`src/hw/rtl/bollinger_band_signal_trader_macros.svh`:
```
// ----------------------------------------------------------------------------
// Assertion macros for the Bollinger band trader
// Overlapping-implication and next-cycle forms, clocked on clk, off in reset.
// ----------------------------------------------------------------------------
`ifndef BOLLINGER_BAND_SIGNAL_TRADER_MACROS_SVH
`define BOLLINGER_BAND_SIGNAL_TRADER_MACROS_SVH

// check cons in the cycle where ante holds
`define BBST_ASSERT_NOW(label, ante, cons) \
  label: assert property (@(posedge clk) disable iff (rst) (ante) |-> (cons)) \
    else $error("bbst: check failed");

// check cons in the cycle after ante holds
`define BBST_ASSERT_NEXT(label, ante, cons) \
  label: assert property (@(posedge clk) disable iff (rst) (ante) |=> (cons)) \
    else $error("bbst: check failed");

`endif

```
`src/hw/rtl/bbst_pkg.sv`:
```
// ----------------------------------------------------------------------------
// bbst_pkg
// Codes, field widths and output packing for the Bollinger band trader.
// ----------------------------------------------------------------------------
`timescale 1ns / 1ps

package bbst_pkg;

  localparam int CFG_W = 32;
  localparam int RET_W = 32;
  localparam int CNT_W = 32;
  localparam int PCT_W = 23;
  localparam int AVG_W = 48;
  localparam int FRAC_BITS = 16;
  localparam int PCT_SCALE = 100;
  localparam int TOTALS_NUM_W = 55;

  localparam int BS_LSB = 0;
  localparam int TC_BIT = 2;
  localparam int TR_LSB = 3;
  localparam int TP_BIT = 35;
  localparam int TT_LSB = 36;
  localparam int PP_LSB = 68;
  localparam int AR_LSB = 91;
  localparam int OUT_FIELDS_W = 139;
  localparam int OUT_W = 144;

  localparam logic [1:0] POS_FLAT = 2'd0;
  localparam logic [1:0] POS_LONG = 2'd1;
  localparam logic [1:0] POS_SHORT = 2'd2;

  localparam logic [1:0] SIG_NONE = 2'b00;
  localparam logic [1:0] SIG_BUY = 2'b01;
  localparam logic [1:0] SIG_SELL = 2'b11;

  localparam logic REG_THRESHOLD = 1'b0;

  localparam logic [RET_W-1:0] RET_MAX = 32'h7FFF_FFFF;
  localparam logic [RET_W-1:0] RET_MIN = 32'h8000_0000;
  localparam logic [AVG_W-1:0] AVG_MAX = 48'h7FFF_FFFF_FFFF;
  localparam logic [AVG_W-1:0] AVG_MIN = 48'h8000_0000_0000;

endpackage

```
`src/hw/rtl/bollinger_band_signal_trader.sv`:
```
// ----------------------------------------------------------------------------
// bollinger_band_signal_trader
// One item at a time: the squarings and the divides run
//   bit-serially through one shared adder (multiply by shift-add, divide by
//   restoring steps). Synchronous active-high reset clears window, trade
//   state and threshold; the last item clears all but the threshold.
// ----------------------------------------------------------------------------
`timescale 1ns / 1ps
`include "bollinger_band_signal_trader_macros.svh"

module bollinger_band_signal_trader
  import bbst_pkg::*;
#(
  parameter int WINDOW_LENGTH = 20,
  parameter int PRICE_BITS = 24
) (
  input  logic                                 clk,
  input  logic                                 rst,
  input  logic                                 psel,
  input  logic                                 penable,
  input  logic                                 pwrite,
  input  logic [2:0]                           paddr,
  input  logic [CFG_W-1:0]                     pwdata,
  output logic [CFG_W-1:0]                     prdata,
  output logic                                 pready,
  input  logic                                 s_tvalid,
  output logic                                 s_tready,
  // close_price
  input  logic [((PRICE_BITS+7)/8)*8-1:0]      s_tdata,
  input  logic                                 s_tlast,
  output logic                                 m_tvalid,
  input  logic                                 m_tready,
  // band_signal, trade_closed, trade_return, trade_profitable, trade count,
  // profitable_percent, average_return_percent
  output logic [OUT_W-1:0]                     m_tdata,
  output logic                                 m_tlast
);

  localparam int N = WINDOW_LENGTH;
  localparam int PB = PRICE_BITS;
  localparam int NB = $clog2(N + 1);
  localparam int PTW = (N > 1) ? $clog2(N) : 1;
  localparam int SW = PB + NB;
  localparam int QW = 2 * PB + NB;
  localparam int PW = 2 * SW;
  localparam int DW = (PB > CNT_W) ? PB : CNT_W;
  localparam int DNW = (PB + FRAC_BITS > TOTALS_NUM_W) ? PB + FRAC_BITS : TOTALS_NUM_W;
  localparam int MAXW = (SW > DNW) ? SW : DNW;
  localparam int CW = $clog2(MAXW + 1);
  localparam int AW = ((SW > DW) ? SW : DW) + 1;

  localparam logic [3:0] ST_IDLE    = 4'd0;
  localparam logic [3:0] ST_MUL_OLD = 4'd1;
  localparam logic [3:0] ST_MUL_NEW = 4'd2;
  localparam logic [3:0] ST_MUL_SS  = 4'd3;
  localparam logic [3:0] ST_MUL_DD  = 4'd4;
  localparam logic [3:0] ST_TRADE   = 4'd5;
  localparam logic [3:0] ST_DIV_RET = 4'd6;
  localparam logic [3:0] ST_CLOSE   = 4'd7;
  localparam logic [3:0] ST_TOTALS  = 4'd8;
  localparam logic [3:0] ST_DIV_PCT = 4'd9;
  localparam logic [3:0] ST_DIV_AVG = 4'd10;
  localparam logic [3:0] ST_OUT     = 4'd11;

  logic [3:0]        state;
  logic [PB-1:0]     win [N];
  logic [PTW-1:0]    ptr;
  logic [NB-1:0]     seen;
  logic [SW-1:0]     wsum;
  logic [QW-1:0]     qsum;
  logic [1:0]        pos;
  logic [PB-1:0]     entry;
  logic [CNT_W-1:0]  tcount;
  logic [CNT_W-1:0]  pcount;
  logic [AVG_W-1:0]  rsum;
  logic [CFG_W-1:0]  thr;

  logic [PB-1:0]     cur_c;
  logic              cur_last;
  logic              warm;
  logic [SW-1:0]     opa;
  logic [SW-1:0]     mhi;
  logic [SW-1:0]     mlo;
  logic [DW-1:0]     rem;
  logic [DNW-1:0]    num;
  logic [DW-1:0]     den;
  logic [CW-1:0]     cnt;
  logic [PW-1:0]     vreg;
  logic              adnz;
  logic              ngt;
  logic [1:0]        sig;
  logic              closed;
  logic [RET_W-1:0]  ret;
  logic              good;
  logic              gpos;
  logic [PCT_W-1:0]  pct;
  logic [AVG_W-1:0]  avg;

  logic [PB-1:0]     in_c;
  logic [PB-1:0]     old;
  logic [PTW-1:0]    ptr_next;
  logic              is_div;
  logic [AW-1:0]     add_x;
  logic [AW-1:0]     add_y;
  logic [AW:0]       add_full;
  logic              qbit;
  logic [PW-1:0]     prod;
  logic [PW-1:0]     nq;
  logic [SW-1:0]     nc;
  logic [SW-1:0]     ad;
  logic              band_hit;
  logic [PB-1:0]     eff_e;
  logic [1:0]        eff_pos;
  logic              closing;
  logic              do_close;
  logic              up;
  logic [PB-1:0]     mag;
  logic              gpos_c;
  logic [AVG_W:0]    rs_ext;
  logic [AVG_W-1:0]  rs_sat;
  logic [38:0]       p100;
  logic [AVG_W-1:0]  abs_rs;
  logic [DNW-1:0]    r100;
  logic              cfg_wr;

  assign pready = 1'b1;
  assign prdata = (paddr[2] == REG_THRESHOLD) ? thr : '0;
  assign cfg_wr = psel && penable && pwrite && pready && (paddr[2] == REG_THRESHOLD);
  assign s_tready = (state == ST_IDLE);

  always_comb begin
    in_c = s_tdata[PB-1:0];
    old = win[ptr];
    ptr_next = (ptr == PTW'(N - 1)) ? '0 : ptr + 1'b1;
    is_div = (state == ST_DIV_RET) || (state == ST_DIV_PCT) || (state == ST_DIV_AVG);
    if (is_div) begin
      add_x = AW'({rem, num[DNW-1]});
      add_y = ~AW'(den);
    end else begin
      add_x = AW'(mhi);
      add_y = mlo[0] ? AW'(opa) : '0;
    end
    add_full = {1'b0, add_x} + {1'b0, add_y} + (AW + 1)'(is_div);
    qbit = add_full[AW];
    prod = {mhi, mlo};
    nq = PW'(qsum) * PW'(N);
    nc = SW'(cur_c) * SW'(N);
    ad = (nc >= wsum) ? nc - wsum : wsum - nc;
    band_hit = adnz && ({2'b00, prod} > {vreg, 2'b00});

    eff_e = (pos == POS_FLAT) ? cur_c : entry;
    if (pos == POS_FLAT) begin
      eff_pos = (sig == SIG_BUY) ? POS_LONG : POS_SHORT;
    end else begin
      eff_pos = pos;
    end
    closing = ((pos == POS_LONG) && (sig == SIG_SELL)) ||
              ((pos == POS_SHORT) && (sig == SIG_BUY));
    do_close = closing || (cur_last && ((pos != POS_FLAT) || (sig != SIG_NONE)));
    up = (cur_c >= eff_e);
    mag = up ? cur_c - eff_e : eff_e - cur_c;
    gpos_c = (eff_pos == POS_LONG) ? up : !up;

    rs_ext = {rsum[AVG_W-1], rsum} + {{(AVG_W + 1 - RET_W){ret[RET_W-1]}}, ret};
    unique case (rs_ext[AVG_W:AVG_W-1])
      2'b01:   rs_sat = AVG_MAX;
      2'b10:   rs_sat = AVG_MIN;
      default: rs_sat = rs_ext[AVG_W-1:0];
    endcase
    p100 = 39'(pcount) * 39'(PCT_SCALE);
    abs_rs = rsum[AVG_W-1] ? -rsum : rsum;
    r100 = DNW'(abs_rs) * DNW'(PCT_SCALE);
  end

  always_ff @(posedge clk) begin
    if (rst) begin
      state <= ST_IDLE;
      for (int i = 0; i < N; i++) win[i] <= '0;
      ptr <= '0;
      seen <= '0;
      wsum <= '0;
      qsum <= '0;
      pos <= POS_FLAT;
      entry <= '0;
      tcount <= '0;
      pcount <= '0;
      rsum <= '0;
      thr <= '0;
      cnt <= '0;
      m_tvalid <= 1'b0;
    end else begin
      if (cfg_wr) thr <= pwdata;
      if (m_tvalid && m_tready && (state != ST_OUT)) m_tvalid <= 1'b0;

      unique case (state)
        ST_IDLE: begin
          if (s_tvalid) begin
            cur_c <= in_c;
            cur_last <= s_tlast;
            warm <= (seen == NB'(N));
            win[ptr] <= in_c;
            ptr <= ptr_next;
            if (seen != NB'(N)) seen <= seen + 1'b1;
            wsum <= wsum - SW'(old) + SW'(in_c);
            opa <= SW'(old);
            mhi <= '0;
            mlo <= SW'(old);
            cnt <= CW'(SW);
            sig <= SIG_NONE;
            closed <= 1'b0;
            ret <= '0;
            good <= 1'b0;
            pct <= '0;
            avg <= '0;
            state <= ST_MUL_OLD;
          end
        end
        ST_MUL_OLD: begin
          if (cnt != '0) begin
            mhi <= add_full[SW:1];
            mlo <= {add_full[0], mlo[SW-1:1]};
            cnt <= cnt - 1'b1;
          end else begin
            qsum <= qsum - prod[QW-1:0];
            opa <= SW'(cur_c);
            mhi <= '0;
            mlo <= SW'(cur_c);
            cnt <= CW'(SW);
            state <= ST_MUL_NEW;
          end
        end
        ST_MUL_NEW: begin
          if (cnt != '0) begin
            mhi <= add_full[SW:1];
            mlo <= {add_full[0], mlo[SW-1:1]};
            cnt <= cnt - 1'b1;
          end else begin
            qsum <= qsum + prod[QW-1:0];
            if (warm) begin
              opa <= wsum;
              mhi <= '0;
              mlo <= wsum;
              cnt <= CW'(SW);
              state <= ST_MUL_SS;
            end else begin
              state <= ST_TRADE;
            end
          end
        end
        ST_MUL_SS: begin
          if (cnt != '0) begin
            mhi <= add_full[SW:1];
            mlo <= {add_full[0], mlo[SW-1:1]};
            cnt <= cnt - 1'b1;
          end else begin
            vreg <= nq - prod;
            adnz <= (ad != '0);
            ngt <= (nc > wsum);
            opa <= ad;
            mhi <= '0;
            mlo <= ad;
            cnt <= CW'(SW);
            state <= ST_MUL_DD;
          end
        end
        ST_MUL_DD: begin
          if (cnt != '0) begin
            mhi <= add_full[SW:1];
            mlo <= {add_full[0], mlo[SW-1:1]};
            cnt <= cnt - 1'b1;
          end else begin
            if (band_hit) sig <= ngt ? SIG_SELL : SIG_BUY;
            state <= ST_TRADE;
          end
        end
        ST_TRADE: begin
          if ((pos == POS_FLAT) && (sig != SIG_NONE)) begin
            pos <= eff_pos;
            entry <= cur_c;
          end
          gpos <= gpos_c;
          if (do_close) begin
            if (mag == '0) begin
              ret <= '0;
              state <= ST_CLOSE;
            end else if (eff_e == '0) begin
              ret <= gpos_c ? RET_MAX : RET_MIN;
              state <= ST_CLOSE;
            end else begin
              rem <= '0;
              num <= DNW'(mag) << FRAC_BITS;
              den <= DW'(eff_e);
              cnt <= CW'(DNW);
              state <= ST_DIV_RET;
            end
          end else begin
            state <= cur_last ? ST_TOTALS : ST_OUT;
          end
        end
        ST_DIV_RET: begin
          if (cnt != '0) begin
            rem <= qbit ? add_full[DW-1:0] : add_x[DW-1:0];
            num <= {num[DNW-2:0], qbit};
            cnt <= cnt - 1'b1;
          end else begin
            if (gpos) begin
              ret <= (num > DNW'(RET_MAX)) ? RET_MAX : num[RET_W-1:0];
            end else begin
              ret <= (num >= DNW'(RET_MIN)) ? RET_MIN : -num[RET_W-1:0];
            end
            state <= ST_CLOSE;
          end
        end
        ST_CLOSE: begin
          good <= ($signed(ret) >= $signed(thr));
          if (($signed(ret) >= $signed(thr)) && (pcount != '1)) pcount <= pcount + 1'b1;
          if (tcount != '1) tcount <= tcount + 1'b1;
          rsum <= rs_sat;
          closed <= 1'b1;
          pos <= POS_FLAT;
          state <= cur_last ? ST_TOTALS : ST_OUT;
        end
        ST_TOTALS: begin
          if (tcount == '0) begin
            state <= ST_OUT;
          end else begin
            rem <= '0;
            num <= DNW'({p100, {FRAC_BITS{1'b0}}});
            den <= DW'(tcount);
            cnt <= CW'(DNW);
            state <= ST_DIV_PCT;
          end
        end
        ST_DIV_PCT: begin
          if (cnt != '0) begin
            rem <= qbit ? add_full[DW-1:0] : add_x[DW-1:0];
            num <= {num[DNW-2:0], qbit};
            cnt <= cnt - 1'b1;
          end else begin
            pct <= num[PCT_W-1:0];
            gpos <= !rsum[AVG_W-1];
            rem <= '0;
            num <= r100;
            den <= DW'(tcount);
            cnt <= CW'(DNW);
            state <= ST_DIV_AVG;
          end
        end
        ST_DIV_AVG: begin
          if (cnt != '0) begin
            rem <= qbit ? add_full[DW-1:0] : add_x[DW-1:0];
            num <= {num[DNW-2:0], qbit};
            cnt <= cnt - 1'b1;
          end else begin
            if (gpos) begin
              avg <= (num > DNW'(AVG_MAX)) ? AVG_MAX : num[AVG_W-1:0];
            end else begin
              avg <= (num > DNW'(AVG_MIN)) ? AVG_MIN : -num[AVG_W-1:0];
            end
            state <= ST_OUT;
          end
        end
        ST_OUT: begin
          if (!m_tvalid || m_tready) begin
            m_tvalid <= 1'b1;
            m_tlast <= cur_last;
            m_tdata <= {{(OUT_W - OUT_FIELDS_W){1'b0}}, avg, pct,
                        cur_last ? tcount : {CNT_W{1'b0}}, good, ret, closed, sig};
            if (cur_last) begin
              for (int i = 0; i < N; i++) win[i] <= '0;
              ptr <= '0;
              seen <= '0;
              wsum <= '0;
              qsum <= '0;
              pos <= POS_FLAT;
              entry <= '0;
              tcount <= '0;
              pcount <= '0;
              rsum <= '0;
            end
            state <= ST_IDLE;
          end
        end
        default: state <= ST_IDLE;
      endcase
    end
  end

  `BBST_ASSERT_NEXT(busy_after_accept, s_tvalid && s_tready, !s_tready)
  `BBST_ASSERT_NOW(result_from_out_state, $rose(m_tvalid), $past(state) == ST_OUT)
  `BBST_ASSERT_NOW(profitable_within_total, 1'b1, pcount <= tcount)

endmodule
```
`config.mk`:
```
export PLATFORM = sky130hd
export DESIGN_NAME = bollinger_band_signal_trader
export DESIGN_NICKNAME = d
export VERILOG_FILES = /design/src/hw/rtl/bbst_pkg.sv /design/src/hw/rtl/bollinger_band_signal_trader.sv
export VERILOG_INCLUDE_DIRS = /design/src /design/src/hw/rtl
export SDC_FILE = /design/constraint.sdc
export NUM_CORES = 2
export LEC_CHECK = 0
export BUFFER_PORTS_ARGS = -buffer_cell sky130_fd_sc_hd__buf_2
export CORE_UTILIZATION = 30
export CTS_CLUSTER_DIAMETER = 80
export DETAILED_ROUTE_END_ITERATION = 6
export REMOVE_ABC_BUFFERS = 1
export SYNTH_ARGS = -nofsm -noshare
export SYNTH_HDL_FRONTEND = slang
export SYNTH_SLANG_ARGS = --single-unit
```
`constraint.sdc`:
```
create_clock -name clk -period 12.4 [get_ports clk]
set_input_delay 1.24 -clock clk [delete_from_list [all_inputs] [get_ports clk]]
set_output_delay 1.24 -clock clk [all_outputs]
set_load 0.05 [all_outputs]
```
==> reports/results.ini <==
[placed_design]
hpwl_mm=221
place_congestion=0.924
dpl.cell_count=14100
io_buffers=238

[clock_network]
cts_resized=0
clkSlewWorstSetupHoldPaths_ns=0.06
clkSinkCount=1586
cts_tree=built
clk_path_buf_depth=4
cts_setup_buffers=0
htree_levels=4
cts.hold.buffers_added=0
cts-root-buf=clkbuf_16
clk_latency_ns=0.87
numCtsBuffers=176

[synth]
synth.distinct_cells=96
ys.flop_type=edfxtp_1
seq_area_frac_synth=0.443
avgSynthCellArea_um2=10.3
synthArstFlopShare=0
syn_inst=9790
synth_edf_count=1308
ys_ff_latch=1586
yosysWarningCount=0
synthesis.area_um2=101000

[power_and_ir_drop]
worst_ir_drop_vdd_mv=0.139
p_leak_uw=0.0447
powerDensity_nw_per_um2=192

[floorplan]
die_h_um=583
fp-row-count=213
die_area_um2=340000
initial_core_util=0.301
dieWidth_um=583
core_um2=336000
ios=247

[sta]
slew_viol_final=0
min_period_ns=8.37
fin_crit_sh=0.675
slew-limit-headroom=0.135
hold_viol=0
whs_ns=0.414
max_freq_ghz=0.119
worst_pin_slew_ns=1.29
finClkSkew_ns=0.0764
setup_viol=0
rsz0062_at_grt=false

[drt]
viasPerCell=5.31
vias=76800
drt_iter0_drc=7807
drt_first_pass_iters=7
detail-route-antenna-nets=0
wl_per_cell_um=21.3
drc=5
totalWireLength_mm=309

[setup_path]
critPathMaxStageDelay_ns=0.90
path_buf_inv=0
critical_path_arrival_ns=8.95
crit_family=compound AO/OA/AOI/OAI gates
critPathKind=reg -> reg
cp-end-kind=register
cpMaxStageDelayCell=a21o_1
worstSetupStartpointType=register
reg2reg_slack_ns=4.03
crit_required_ns=12.98
crit_path_max_fanout=23

[finish]
seqCellArea_um2=44900
final_cells=14500
multi_input_area_um2=51700
syn_to_final_growth_pct=11.7
nets=10800
num-fill-cells=34200
postLayoutCoreUtil=0.336
drive_gt1_frac=0.104

[global_routing]
grt_usage=0.176
antenna_found_initial=22
grt_max_degree=110
grt_pass1_vias=72800
grt_first_pass_wirelength_mm=459
grt_overflow=0

[hold_path]
worstHoldPathType=reg -> reg

[flow_run]
cap_violations=0

[status]
outcome=finished with violations
violations=DRC

==> Yosys cell counts (95+ instances only) <==
cell | n | area [um2]
edfxtp_1 | 1308 | 39300
inv_1 | 828 | 3110
ha_1 | 814 | 10200
a21oi_1 | 740 | 3700
nor3_1 | 639 | 3200
nor2_1 | 623 | 2340
nand2_1 | 570 | 2140
clkbuf_1 | 472 | 1770
o21ai_0 | 459 | 2300
xnor2_1 | 384 | 3360
a21o_1 | 282 | 2120
dfxtp_1 | 278 | 5570
mux4_2 | 241 | 5430
nand3_1 | 208 | 1040
xor2_1 | 189 | 1660
nand4_1 | 116 | 726
a31oi_1 | 110 | 688
fa_1 | 103 | 2060
and3_1 | 95 | 594
==> report_power, final <==
| part | switching (uW) | internal (uW) | leakage (uW) |
|---|---|---|---|
| registers | 517 | 6450 | 0.0148 |
| clock network | 2250 | 2910 | 0.00268 |
| logic | 5930 | 3720 | 0.0272 |
==> metrics by stage <==
step	worst slack, ns	setup TNS (ns)	power [uW]	cell area [um2]
after detailed placement	4.13	0	16600	108000
after CTS	4.12	0	21800	113000
after floorplan	-0.258	-0.501	14000	99200
after global routing	3.31	0	23000	113000
after global placement	4.12	0	16500	108000
final	4.03	0	21800	113000
==> cell families (layout without fill, tap and decap cells) <==
kind of cell	count (synthesis)	after routing	synth area share
DFF	1586	1586	0.443
adders and majority gates	917	917	0.121
xor gates and xnor gates	573	573	0.0495
and+or+nand+nor	2726	2726	0.131
AOI/OAI and AO/OA	2262	2262	0.140
buffers and inverters	1380	1525	0.0516
other	2	18	0.0000741
muxes	344	344	0.0640
==> state kept, by name (all words and copies together), names as in the netlist, 4 cells and up, named ones only <==
| signal | flops |
|---|---|
| qsum | 53 |
| cur_c | 24 |
| thr | 32 |
| wsum | 29 |
| win | 768 |
| mhi | 29 |
| opa | 29 |
| pct | 23 |
| vreg | 58 |
| ret | 32 |
| entry | 24 |
| ptr | 5 |
| cnt | 6 |
| state | 4 |
| rsum | 48 |
| rem | 32 |
| den | 32 |
| avg | 48 |
| seen | 5 |
| m_tdata | 139 |
| mlo | 29 |
| pcount | 32 |
| num | 55 |
| tcount | 32 |
==> path summary, 6_finish.rpt <==
| check | end | depth (start not counted) | start |
|---|---|---|---|
| hold reg to reg | m_tdata[87] | 0 | pct[19] |
| setup / recovery | adnz | 26 | cur_c[2] |
| hold / removal | m_tdata[87] | 0 | pct[19] |
| setup reg to reg | adnz | 26 | cur_c[2] |
==> routing by layer <==
metal	vias up	GRT usage	wire length (um)
li1	36000	-	-
met1	37500	0.241	134000
met2	2698	0.273	136000
met3	512	0.0372	26700
met4	20	0.0605	11400
met5	-	0	139
==> worst register-to-register path, delay by kind of cell (launching register included) <==
kind	cells	cell delay, ns
AO/OA/AOI/OAI	13	3.79
XOR/XNOR	2	0.37
adder cells (fa/ha/maj)	3	1.05
flip-flops	1	0.54
multiplexers	1	0.32
AND/OR/NAND/NOR	7	2.03
==> placed cells by master (no fill, tap or decap), types with 189 or more instances in the layout <==
cell,Yosys,final
mux4_2,241,241
xnor2_1,384,384
nor3_1,639,632
edfxtp_1,1308,1308
nand2_1,570,563
nor2_1,623,602
buf_2,11,237
dfxtp_1,278,271
a21o_1,282,282
xor2_1,189,189
ha_1,814,814
o21ai_0,459,437
nand3_1,208,207
inv_1,828,827
a21oi_1,740,736
==> final cells by class <==
| cell class | instances | area share |
|---|---|---|
| multi-input combinational | 6828 | 0.457 |
| sequential | 1586 | 0.396 |
| clock inverter | 95 | 0.00712 |
| timing repair buffer | 383 | 0.0205 |
| tap | 4515 | 0.0499 |
| antenna | 12 | 0.000265 |
| clock buffer | 214 | 0.0412 |
| inverter | 833 | 0.0276 |
No activity file was read; power rests on OpenSTA's default activity.
